[config.mk]
export PLATFORM = sky130hd
export DESIGN_NAME = lrpe_front
export DESIGN_NICKNAME = d
export VERILOG_FILES = /design/src/rtl/lrpe_pkg.sv /design/src/rtl/lrpe_front.sv
export SDC_FILE = /design/constraint.sdc
export NUM_CORES = 1
export LEC_CHECK = 0
export CAP_MARGIN = 10
export CORE_ASPECT_RATIO = 1.75
export CORE_MARGIN = 2
export CORE_UTILIZATION = 30
export CTS_BUF_LIST = sky130_fd_sc_hd__clkbuf_4 sky130_fd_sc_hd__clkbuf_8 sky130_fd_sc_hd__clkbuf_16
export DETAILED_ROUTE_END_ITERATION = 6
export DONT_BUFFER_PORTS = 1
export PLACE_DENSITY = 0.48
export SETUP_SLACK_MARGIN = 0.4
export SYNTH_ARGS = -nofsm -noshare
export SYNTH_HDL_FRONTEND = slang
export SYNTH_SLANG_ARGS = --single-unit
[constraint.sdc]
create_clock -name i_clk -period 7.56 [get_ports i_clk]
set_clock_uncertainty 0.15 [all_clocks]
set_input_delay 1.512 -clock i_clk [delete_from_list [all_inputs] [get_ports i_clk]]
set_output_delay 1.512 -clock i_clk [all_outputs]
set_load 0.05 [all_outputs]
[src/rtl/lrpe_pkg.sv]
`default_nettype none
// ----------------------------------------------------------------------------
// lrpe_pkg
// Types, sizes and codes shared by the LR parse engine modules.
// ----------------------------------------------------------------------------
package lrpe_pkg;

    localparam int NUM_STATES      = 256;
    localparam int NUM_SYMBOLS     = 64;
    localparam int STACK_DEPTH     = 64;
    localparam int NUM_PRODUCTIONS = 128;
    localparam int MAX_REDUCES     = 63;

    localparam int AG_DEPTH = NUM_STATES * NUM_SYMBOLS;
    localparam int AG_AW    = (AG_DEPTH > 1) ? $clog2(AG_DEPTH) : 1;
    localparam int PR_AW    = (NUM_PRODUCTIONS > 1) ? $clog2(NUM_PRODUCTIONS) : 1;
    localparam int STK_AW   = $clog2(STACK_DEPTH);
    localparam int SP_W     = $clog2(STACK_DEPTH + 1);
    localparam int RED_W    = $clog2(MAX_REDUCES + 1);

    typedef enum logic [1:0] {
        K_LOAD_ENTRY = 2'd0,
        K_LOAD_PROD  = 2'd1,
        K_START      = 2'd2,
        K_TOKEN      = 2'd3
    } t_kind;

    typedef enum logic [1:0] {
        A_ERROR  = 2'd0,
        A_SHIFT  = 2'd1,
        A_REDUCE = 2'd2,
        A_ACCEPT = 2'd3
    } t_act;

    typedef enum logic [1:0] {
        EV_SHIFT  = 2'd0,
        EV_REDUCE = 2'd1,
        EV_ACCEPT = 2'd2,
        EV_ERROR  = 2'd3
    } t_ev;

    typedef enum logic [2:0] {
        C_NONE       = 3'd0,
        C_ENTRY      = 3'd1,
        C_OVERFLOW   = 3'd2,
        C_UNDERFLOW  = 3'd3,
        C_REDUCE_LIM = 3'd4,
        C_NOT_ACTIVE = 3'd5
    } t_cause;

    typedef enum logic [2:0] {
        S_IDLE,
        S_LOOK,
        S_ACT,
        S_PROD,
        S_POP,
        S_PUSH
    } t_state;

    typedef struct packed {
        t_kind      kind;
        logic [7:0] state_index;
        logic [5:0] symbol;
        logic [1:0] action_code;
        logic [7:0] entry_value;
        logic [6:0] production_index;
        logic [3:0] rhs_length;
        logic [5:0] lhs_symbol;
    } t_cmd;

    typedef struct packed {
        t_ev        event_res;
        logic [7:0] event_value;
        t_cause     error_cause;
        logic [6:0] stack_depth;
        logic       last;
    } t_res;

endpackage
`default_nettype wire

[src/rtl/lrpe_front.sv]
`default_nettype none
// ----------------------------------------------------------------------------
// lrpe_front
// Accepts input items, drops skipped ones and queues commands (2 deep).
// ----------------------------------------------------------------------------
module lrpe_front (
    input  wire logic          i_clk,
    input  wire logic          i_rst_n,
    input  wire logic          i_valid,
    output logic               o_ready,
    input  wire lrpe_pkg::t_cmd i_cmd,
    input  wire logic          i_undef,
    output logic               o_cmd_valid,
    output lrpe_pkg::t_cmd     o_cmd,
    input  wire logic          i_cmd_pop
);
    import lrpe_pkg::*;

    t_cmd       r_q [2];
    logic       r_wp, n_wp, r_rp, n_rp;
    logic [1:0] r_cnt, n_cnt;
    logic       keep, push;

    always_comb begin
        unique case (i_cmd.kind)
            K_LOAD_ENTRY: keep = (32'(i_cmd.state_index) < NUM_STATES) &&
                                 (32'(i_cmd.symbol) < NUM_SYMBOLS);
            K_LOAD_PROD:  keep = 32'(i_cmd.production_index) < NUM_PRODUCTIONS;
            K_START:      keep = 1'b1;
            K_TOKEN:      keep = !i_undef;
            default:      keep = 1'b0;
        endcase
    end

    assign o_ready     = (r_cnt != 2'd2);
    assign push        = i_valid && o_ready && keep;
    assign o_cmd_valid = (r_cnt != 2'd0);
    assign o_cmd       = r_q[r_rp];

    always_comb begin
        n_wp  = r_wp ^ push;
        n_rp  = r_rp ^ i_cmd_pop;
        n_cnt = r_cnt + 2'(push) - 2'(i_cmd_pop);
    end

    always_ff @(posedge i_clk) begin
        if (!i_rst_n) begin
            r_wp  <= 1'b0;
            r_rp  <= 1'b0;
            r_cnt <= 2'd0;
        end else begin
            r_wp  <= n_wp;
            r_rp  <= n_rp;
            r_cnt <= n_cnt;
        end
    end

    always_ff @(posedge i_clk) begin
        if (push) begin
            r_q[r_wp] <= i_cmd;
        end
    end
endmodule
`default_nettype wire

======== Yosys cells after proc, flatten, opt, wreduce, memory -nomap -nowiden ========
Memory sizes are Yosys's and may differ from the RTL's. A register that Yosys moved wholly into a read port is not among the register bits.
Index checks and enable logic that the tools add are counted.
word-level totals
  RAM bits ................................ 86
  memories kept ........................... 1
  logic and storage cells ................. 22
  register bits ........................... 4
  output and inout port bits .............. 45
operators by class
  $add $sub $neg .......................... 2
  equality and inequality tests ........... 4
  mux-type cells .......................... 4
  reduce and logical (&&, ||, !) cells .... 6
  bitwise logic cells ..................... 2
memory list
  memory  words  width  read ports  clocked after Yosys merged registers in  wr ports  RTL line          RTL
  r_q     2      43     1           1                                        1         lrpe_front.sv:19  t_cmd r_q [2];
operators with widths
  operator              count
  $eq A2 B2 Y1 const B  2
  $mux W1               3
  $reduce_or A3 Y1      1
  $add A2 B1 Y2         1
  $eq A2 B1 Y1 const B  1
  $logic_and A1 B1 Y1   2
  $logic_not A2 Y1      1
  $ne A2 B2 Y1 const B  1
  $pmux W1 S2           1
  $reduce_bool A2 Y1    1
  $sub A2 B1 Y2         1
  $xor A1 B1 Y1         2
  $logic_not A1 Y1      1

======== Depth between registers and ports, before layout ========
Gate-level depths: netlist of run 1.
  word-level depth ........................ 6
  mapped depth ............................ 7

======== Worst setup path before layout of run 1 ========
OpenSTA, ideal clock, no wires.
  path kind ............................... input port to flip-flop
  start ................................... input port i_cmd[41] in the netlist's numbering
  end ..................................... memory r_q[1][0] in the netlist's numbering (enable)
  arrival ................................. 3575 ps
  slack ................................... 3391 ps
  required time ........................... 6966 ps
  stages on the path ...................... 3
  library setup time ...................... 444 ps
  path through ............................ nand3_1 nand3_1 nor2_1
on the way
  longest elaborated chain between the ends .. 6
  elaborated cells between the ends (all ways) .. 9
ends and longest elaborated chain
  element                                     RTL line          RTL
  start: declaration                          lrpe_front.sv:11  input wire lrpe_pkg::t_cmd i_cmd,
  $eq A2 B2 Y1, or another cell as far along  lrpe_front.sv:25  unique case (i_cmd.kind)
  $reduce_or A3 Y1 (no source line)           --
  $pmux W1 S2 *                               lrpe_front.sv:25
  $logic_and A1 B1 Y1 *                       lrpe_front.sv:36  assign push = i_valid && o_ready && keep;
  $mux W1 *                                   lrpe_front.sv:59  if (push) begin
  $mux W1 (not written as such) *             lrpe_front.sv:60  r_q[r_wp] <= i_cmd;
  end: declaration                            lrpe_front.sv:19
Every way passes the cells marked *; elsewhere a longest branch is shown, timed or not.

==> flow_summary.json, run 1 <==
{
  "gpl.final_weighted_congestion": 0.661,
  "synth_fa_ha_area_share_pct": 0.706,
  "vias": 1368,
  "fmax_ghz": 0.281,
  "worstSetupStartpointType": "flop",
  "synth_top_family_by_area": "multiplexers",
  "outcome": "finished clean",
  "first_global_vias": 1601,
  "critPathMaxFanout": 38,
  "flops_latches_synth": 91,
  "fin_tns_setup_ns": 0,
  "postRouteAntennaNets": 0,
  "route.final.wire_length_mm": 5.91,
  "grt_remaining_overflow": 0,
  "drt_iter0_markers": 75,
  "initial_utilization_pct": 30.8,
  "cts_clock_pin_slew_for_the_worst_setup_and_hold_paths_ns": 0.06,
  "n_antenna_cell": 0,
  "synth-warning-count": 0,
  "worst-setup-path-type": "reg -> out",
  "synth.yosys.seq_area_share_pct": 75.7,
  "cts_setup_buffers": 0,
  "cts.repair.resized": 0,
  "synth.distinct_cells": 19,
  "timing.final.max_slew_violations": 0,
  "worstHoldPathType": "reg -> reg",
  "post_synth_and_or_nand_nor_area_fraction_pct": 1.52,
  "filler_cell_count": 1075,
  "timing.final.crit_share_pct": 47.0,
  "worst_pin_slew_ns": 1.07,
  "synth.area.mux_share_pct": 18.2,
  "crit_path_max_incr_delay_ns": 0.60,
  "timing.critical_path.max_delay_family": "buffers and inverters",
  "critical_path_required_ns": 5.90,
  "slew_headroom_pct": 28.8,
  "clock_sinks": 91,
  "ctsHtreeMaxLevel": 3,
  "io_buffers": 0,
  "grt_first_pass_wirelength_mm": 8.47,
  "post_synth_xor_area_fraction_pct": 0.741,
  "area_growth_pct": 11.1,
  "clock_latency_of_the_later_clocked_register_in_the_worst_skew_pair_ns": 0.32,
  "cts.path.max_buffers": 2,
  "synth.largest_area_cell": "sky130_fd_sc_hd__edfxtp_1",
  "final_hold_viol_count": 0,
  "cts_tree": "built",
  "async_flop_share_pct": 0,
  "cp.buffers_inverters": 1,
  "setup_viol_count_final": 0,
  "yosys_most_used_dff": "sky130_fd_sc_hd__edfxtp_1",
  "total_leakage_power_uw": 0.00137,
  "die_h_um": 148,
  "syn_area_um2": 3540,
  "postSynthCellCount": 161,
  "final_nets": 219,
  "row_count": 52,
  "fraction_of_the_mapped_netlist_area_in_compound_gates_pct": 0.176,
  "timing.max_cap.violations": 0,
  "detail_routed_via_count_per_cell": 4.43,
  "grt_use_total_pct": 9.42,
  "cp_data_arrival_time_ns": 1.89,
  "place.detailed.instances": 292,
  "pin_count": 93,
  "dr.pass1.iters": 4,
  "netlist.area_leader.share_pct": 72.9,
  "chipWidth_um": 86.2,
  "clockRootBuffer": "sky130_fd_sc_hd__clkbuf_16",
  "remaining_drc_errors": 0,
  "power.density_cell_area_nw_per_um2": 343,
  "synthTopCellsByArea": "sky130_fd_sc_hd__edfxtp_1, sky130_fd_sc_hd__mux2_4, sky130_fd_sc_hd__dfxtp_1",
  "final_cell_count_no_fill": 309,
  "worstSetupEndpointType": "output pin",
  "gr-max-usage-layer": "met2",
  "rsz0062_at_grt": "false",
  "die_area_um2": 12700,
  "core-area_um2": 11500,
  "number_of_enable_type_register_cells_in_the_synthesized_netlist": 86,
  "drive_above_1_share_pct": 36.2,
  "worst_path_max_delay_cell": "sky130_fd_sc_hd__buf_4",
  "cts-buffers-inserted": 9,
  "fin_hold_ws_ns": 0.352,
  "cp_cell_sequence": "buf_4 > mux2_2",
  "holdBufCountCts": 0,
  "synthesis.area_per_instance_um2": 22.0,
  "maximum_number_of_pins_on_one_net_before_global_route_repair": 44,
  "synth_fp_nets": 211,
  "met1_usage_pct": 6.78,
  "groute.layer.met2.usage_pct": 18.4,
  "wl_per_cell_um": 19.1,
  "largest_voltage_drop_on_the_vdd_net_mv": 0.200,
  "antenna_found_initial": 0,
  "finalCriticalPeriod_ns": 3.56,
  "grt_util_met3_pct": 5.14
}
## cell type report
cell class	count	area, um^2	share of cell area (%)
multi-input cells	61	766	19.4
clock inverters	5	30.0	0.762
inverters	4	15.0	0.381
flip-flops and latches	91	2680	68.1
well taps	135	169	4.29
clock buffers	11	240	6.10
repair buffers	2	35.0	0.889
## flip-flops by register name, indices dropped and copies added (netlist names), named ones only
register	flops
r_q	86
r_wp	1
r_rp	1
r_cnt	2
## cells in the mapped netlist (2+ instances only)
cell,count
sky130_fd_sc_hd__edfxtp_1,86
sky130_fd_sc_hd__mux2_4,40
sky130_fd_sc_hd__dfxtp_1,5
sky130_fd_sc_hd__buf_12,4
sky130_fd_sc_hd__inv_1,4
sky130_fd_sc_hd__nor2_1,4
sky130_fd_sc_hd__mux2_2,3
sky130_fd_sc_hd__ha_1,2
sky130_fd_sc_hd__nand3_1,2
sky130_fd_sc_hd__xnor2_1,2
## worst register-to-register path: cells and delay by family (launching register included)
kind,cells,cell delay [ns]
flops,1,0.35
fa+ha+maj,1,0.90
simple gates,2,0.82
buf+inv,1,0.13
## logic make-up (layout without fill, tap and decap cells)
family,count (synthesis),in the layout
DFF,91,91
buffers and inverters,9,22
and+or+nand+nor,11,11
muxes,44,44
adders and majority gates,2,2
xor gates and xnor gates,3,3
AOI/OAI and AO/OA,1,1
## worst paths after layout
kind	slack, ns	depth (start not counted)	startpoint	end
worst max-delay path	4.00	2	flop	o_cmd[0]
worst min-delay path	0.35	2	r_rp	r_rp
worst max register to register	4.81	4	r_cnt[0]	r_q[0][24]
worst min register to register	0.35	2	r_rp	r_rp
## report_power, final
| group | leakage [uW] | total, uW | switching, uW | internal (uW) |
|---|---|---|---|---|
| logic | 0.000402 | 313 | 232 | 80.8 |
| clock network | 0.000124 | 394 | 166 | 227 |
| registers | 0.000840 | 646 | 18.6 | 628 |
## stage by stage
stage	util, %	instance area, um^2	setup WS, ns	power, uW
5_1_grt	34.2	3940	3.90	1410
3_3_place_gp	31.6	3640	4.24	961
6_report	34.2	3940	4.00	1350
3_5_place_dp	31.6	3640	4.13	972
2_1_floorplan	-	3540	3.39	941
4_1_cts	34.0	3910	3.95	1370
## cells in the final DEF, fill, tap and decap left out, types with 2 or more instances in the layout
| cell type | Yosys | final |
|---|---|---|
| sky130_fd_sc_hd__nor2_1 | 4 | 3 |
| sky130_fd_sc_hd__clkinvlp_4 | 0 | 3 |
| sky130_fd_sc_hd__xnor2_1 | 2 | 2 |
| sky130_fd_sc_hd__dfxtp_1 | 5 | 4 |
| sky130_fd_sc_hd__mux2_2 | 3 | 3 |
| sky130_fd_sc_hd__clkbuf_4 | 0 | 2 |
| sky130_fd_sc_hd__clkbuf_16 | 0 | 9 |
| sky130_fd_sc_hd__nand3_1 | 2 | 2 |
| sky130_fd_sc_hd__edfxtp_1 | 86 | 86 |
| sky130_fd_sc_hd__clkinv_1 | 0 | 2 |
| sky130_fd_sc_hd__inv_1 | 4 | 4 |
| sky130_fd_sc_hd__mux2_4 | 40 | 40 |
## metal layers
metal,vias up,part of all wire [%]
met5,-,0
met4,0,1.9
met3,6,8.7
met2,48,61
met1,682,28
li1,632,-
Note: power is estimated with default switching activity, not from simulation.
==> inputs of run 2 (changes only) <==
Settings changed: ABC_AREA set to 1.
Clock period 7.56 ns to 3.3 ns, I/O delays scaled along.
==> flow_summary.json, run 2 <==
{
  "area_growth_pct": 13.1,
  "grt_use_total_pct": 10.0,
  "total_leakage_power_uw": 0.00142,
  "flops_latches_synth": 91,
  "fmax_ghz": 0.414,
  "first_global_vias": 1634,
  "worstHoldPathType": "in -> reg",
  "setup_viol_count_final": 0,
  "remaining_drc_errors": 0,
  "worst_pin_slew_ns": 0.523,
  "vias": 1417,
  "critPathMaxFanout": 20,
  "mostFrequentLayoutCell": "sky130_fd_sc_hd__edfxtp_1",
  "registers.top_by_ff_count": "r_q",
  "synth.yosys.seq_area_share_pct": 75.7,
  "antenna_found_initial": 0,
  "final_nets": 225,
  "yosys.cell_count.top_type": "sky130_fd_sc_hd__edfxtp_1",
  "drt_iter0_markers": 84,
  "netlist.area_leader.share_pct": 72.9,
  "filler_cell_count": 1041,
  "drive_above_1_share_pct": 38.3,
  "syn_area_um2": 3540,
  "timing.final.crit_share_pct": 73.2,
  "cts_tree": "built",
  "clockRootBuffer": "sky130_fd_sc_hd__clkbuf_16",
  "fin_hold_ws_ns": 0.261,
  "largest_voltage_drop_on_the_vdd_net_mv": 0.262,
  "synthTopCellsByCount": "sky130_fd_sc_hd__edfxtp_1, sky130_fd_sc_hd__mux2_4, sky130_fd_sc_hd__inv_1",
  "clock_sinks": 91,
  "rsz0062_at_grt": "false",
  "detail_routed_via_count_per_cell": 4.50,
  "grt_remaining_overflow": 0,
  "pin_count": 93,
  "synth.largest_area_cell": "sky130_fd_sc_hd__edfxtp_1",
  "io_buffers": 0,
  "largest_register_ff_count": 86,
  "grt_first_pass_wirelength_mm": 8.88,
  "slew_headroom_pct": 65.2,
  "most-common-layout-cells": "sky130_fd_sc_hd__edfxtp_1, sky130_fd_sc_hd__mux2_4, sky130_fd_sc_hd__clkbuf_16, sky130_fd_sc_hd__inv_1, sky130_fd_sc_hd__buf_4",
  "timing.max_cap.violations": 0,
  "yosys_most_used_dff": "sky130_fd_sc_hd__edfxtp_1",
  "power.density_cell_area_nw_per_um2": 755,
  "synth_fp_nets": 213,
  "core-area_um2": 11500,
  "die_area_um2": 12700,
  "async_flop_share_pct": 0,
  "gpl.final_weighted_congestion": 0.733,
  "fin_tns_setup_ns": 0,
  "wl_per_cell_um": 19.3,
  "outcome": "finished clean",
  "synthTopCellsByArea": "sky130_fd_sc_hd__edfxtp_1, sky130_fd_sc_hd__mux2_4, sky130_fd_sc_hd__dfxtp_1",
  "final_hold_viol_count": 0,
  "maximum_number_of_pins_on_one_net_before_global_route_repair": 25,
  "route.final.wire_length_mm": 6.07,
  "ctsHtreeMaxLevel": 3,
  "multi_input_comb_area_um2": 756,
  "sequential_cell_area_um2": 2680,
  "cts_clock_pin_slew_for_the_worst_setup_and_hold_paths_ns": 0.06,
  "cts.path.max_buffers": 2,
  "critical_path_required_ns": 3.18,
  "clock_latency_of_the_later_clocked_register_in_the_worst_skew_pair_ns": 0.33,
  "row_count": 52,
  "holdBufCountCts": 0,
  "die_h_um": 148,
  "dr.pass1.iters": 3,
  "cts_setup_buffers": 0,
  "n_antenna_cell": 0,
  "postSynthCellCount": 163,
  "worstSetupStartpointType": "flop",
  "worstSetupEndpointType": "flop",
  "worst-setup-path-type": "reg -> reg",
  "postRouteAntennaNets": 0,
  "cts.repair.resized": 0,
  "synth.distinct_cells": 16,
  "synth-warning-count": 0,
  "cp_data_arrival_time_ns": 2.29,
  "layout_top_registers": "r_q x86, r_cnt x2",
  "cts-buffers-inserted": 9,
  "dpl.hpwl_mm": 4.48,
  "timing.final.max_slew_violations": 0,
  "synthesis.area_per_instance_um2": 21.7,
  "initial_utilization_pct": 30.8,
  "finalCriticalPeriod_ns": 2.42,
  "chipWidth_um": 86.1,
  "number_of_enable_type_register_cells_in_the_synthesized_netlist": 86
}
-- run 2: cell count changes after synthesis, sizes merged --
cell / delta
a21oi: +3
a31oi: -1
and2: -1
inv: +2
mux2i: -1
nand2: +3
nand2b: -1
nand3: +1
nor2: -2
o21ai: +1
or2: -1
xor2: -1
-- run 2: worst paths after layout --
kind | startpoint | endpoint | slack, ns | cells past startpoint
hold reg to reg | r_rp | flop | 0.31 | 1
setup / recovery | r_cnt[0] | r_q[0][24] | 0.88 | 6
hold / removal | i_cmd_pop | flop | 0.26 | 1
setup reg to reg | r_cnt[0] | r_q[0][24] | 0.88 | 6
-- run 2: area by class of cell --
cell class	instances	area share [%]
Clock buffer	9	5.62
Clock inverter	7	2.31
Inverter	6	0.562
Multi-Input combinational cell	61	18.9
Sequential cell	91	67.0
Tap cell	135	4.22
Timing Repair Buffer	6	1.44
-- run 2: routing by layer --
metal,vias to the layer above,wire length [um],share of wire [%],track usage [%]
li1,649,-,-,-
met1,699,1800,30,7.62
met2,56,3380,56,17.9
met3,13,670,11,6.20
met4,0,211,3.5,6.43
met5,-,0,0,0
-- run 2: through the flow --
stage	cells	cell area (um^2)	power, uW	setup WS [ns]	util [%]
after floorplan	163	3540	1950	0.661	-
after global placement	299	3690	1990	0.950	32.0
after detailed placement	299	3690	2020	0.847	32.0
after CTS	315	4010	3070	0.835	34.8
after global routing	315	4010	3150	0.696	34.8
final	315	4010	3030	0.883	34.8
-- run 2: cell families after synthesis --
family	after synthesis	share of synthesized area, %
flip-flops	91	75.7
multiplexers	43	17.9
buffers and inverters	11	3.21
AND/OR/NAND/NOR	10	1.38
AO/OA/AOI/OAI	4	0.565
XOR/XNOR	2	0.495
adder cells (fa/ha/maj)	2	0.706
-- run 2: power by group --
| part | switching [uW] | leakage (uW) | internal, uW | total (uW) |
|---|---|---|---|---|
| sequential | 32.6 | 0.000840 | 1400 | 1430 |
| clock | 386 | 0.000149 | 659 | 1050 |
| combinational | 408 | 0.000429 | 146 | 554 |
| total | 827 | 0.00142 | 2200 | 3030 |
-- run 2: critical path, cell delays in order (launching register included) --
cell and delay, ns:
sky130_fd_sc_hd__dfxtp_1 0.35, sky130_fd_sc_hd__inv_1 0.05, sky130_fd_sc_hd__nand2_1 0.38, sky130_fd_sc_hd__nand3_2 0.23
sky130_fd_sc_hd__inv_1 0.11, sky130_fd_sc_hd__ha_2 0.52, sky130_fd_sc_hd__buf_4 0.32
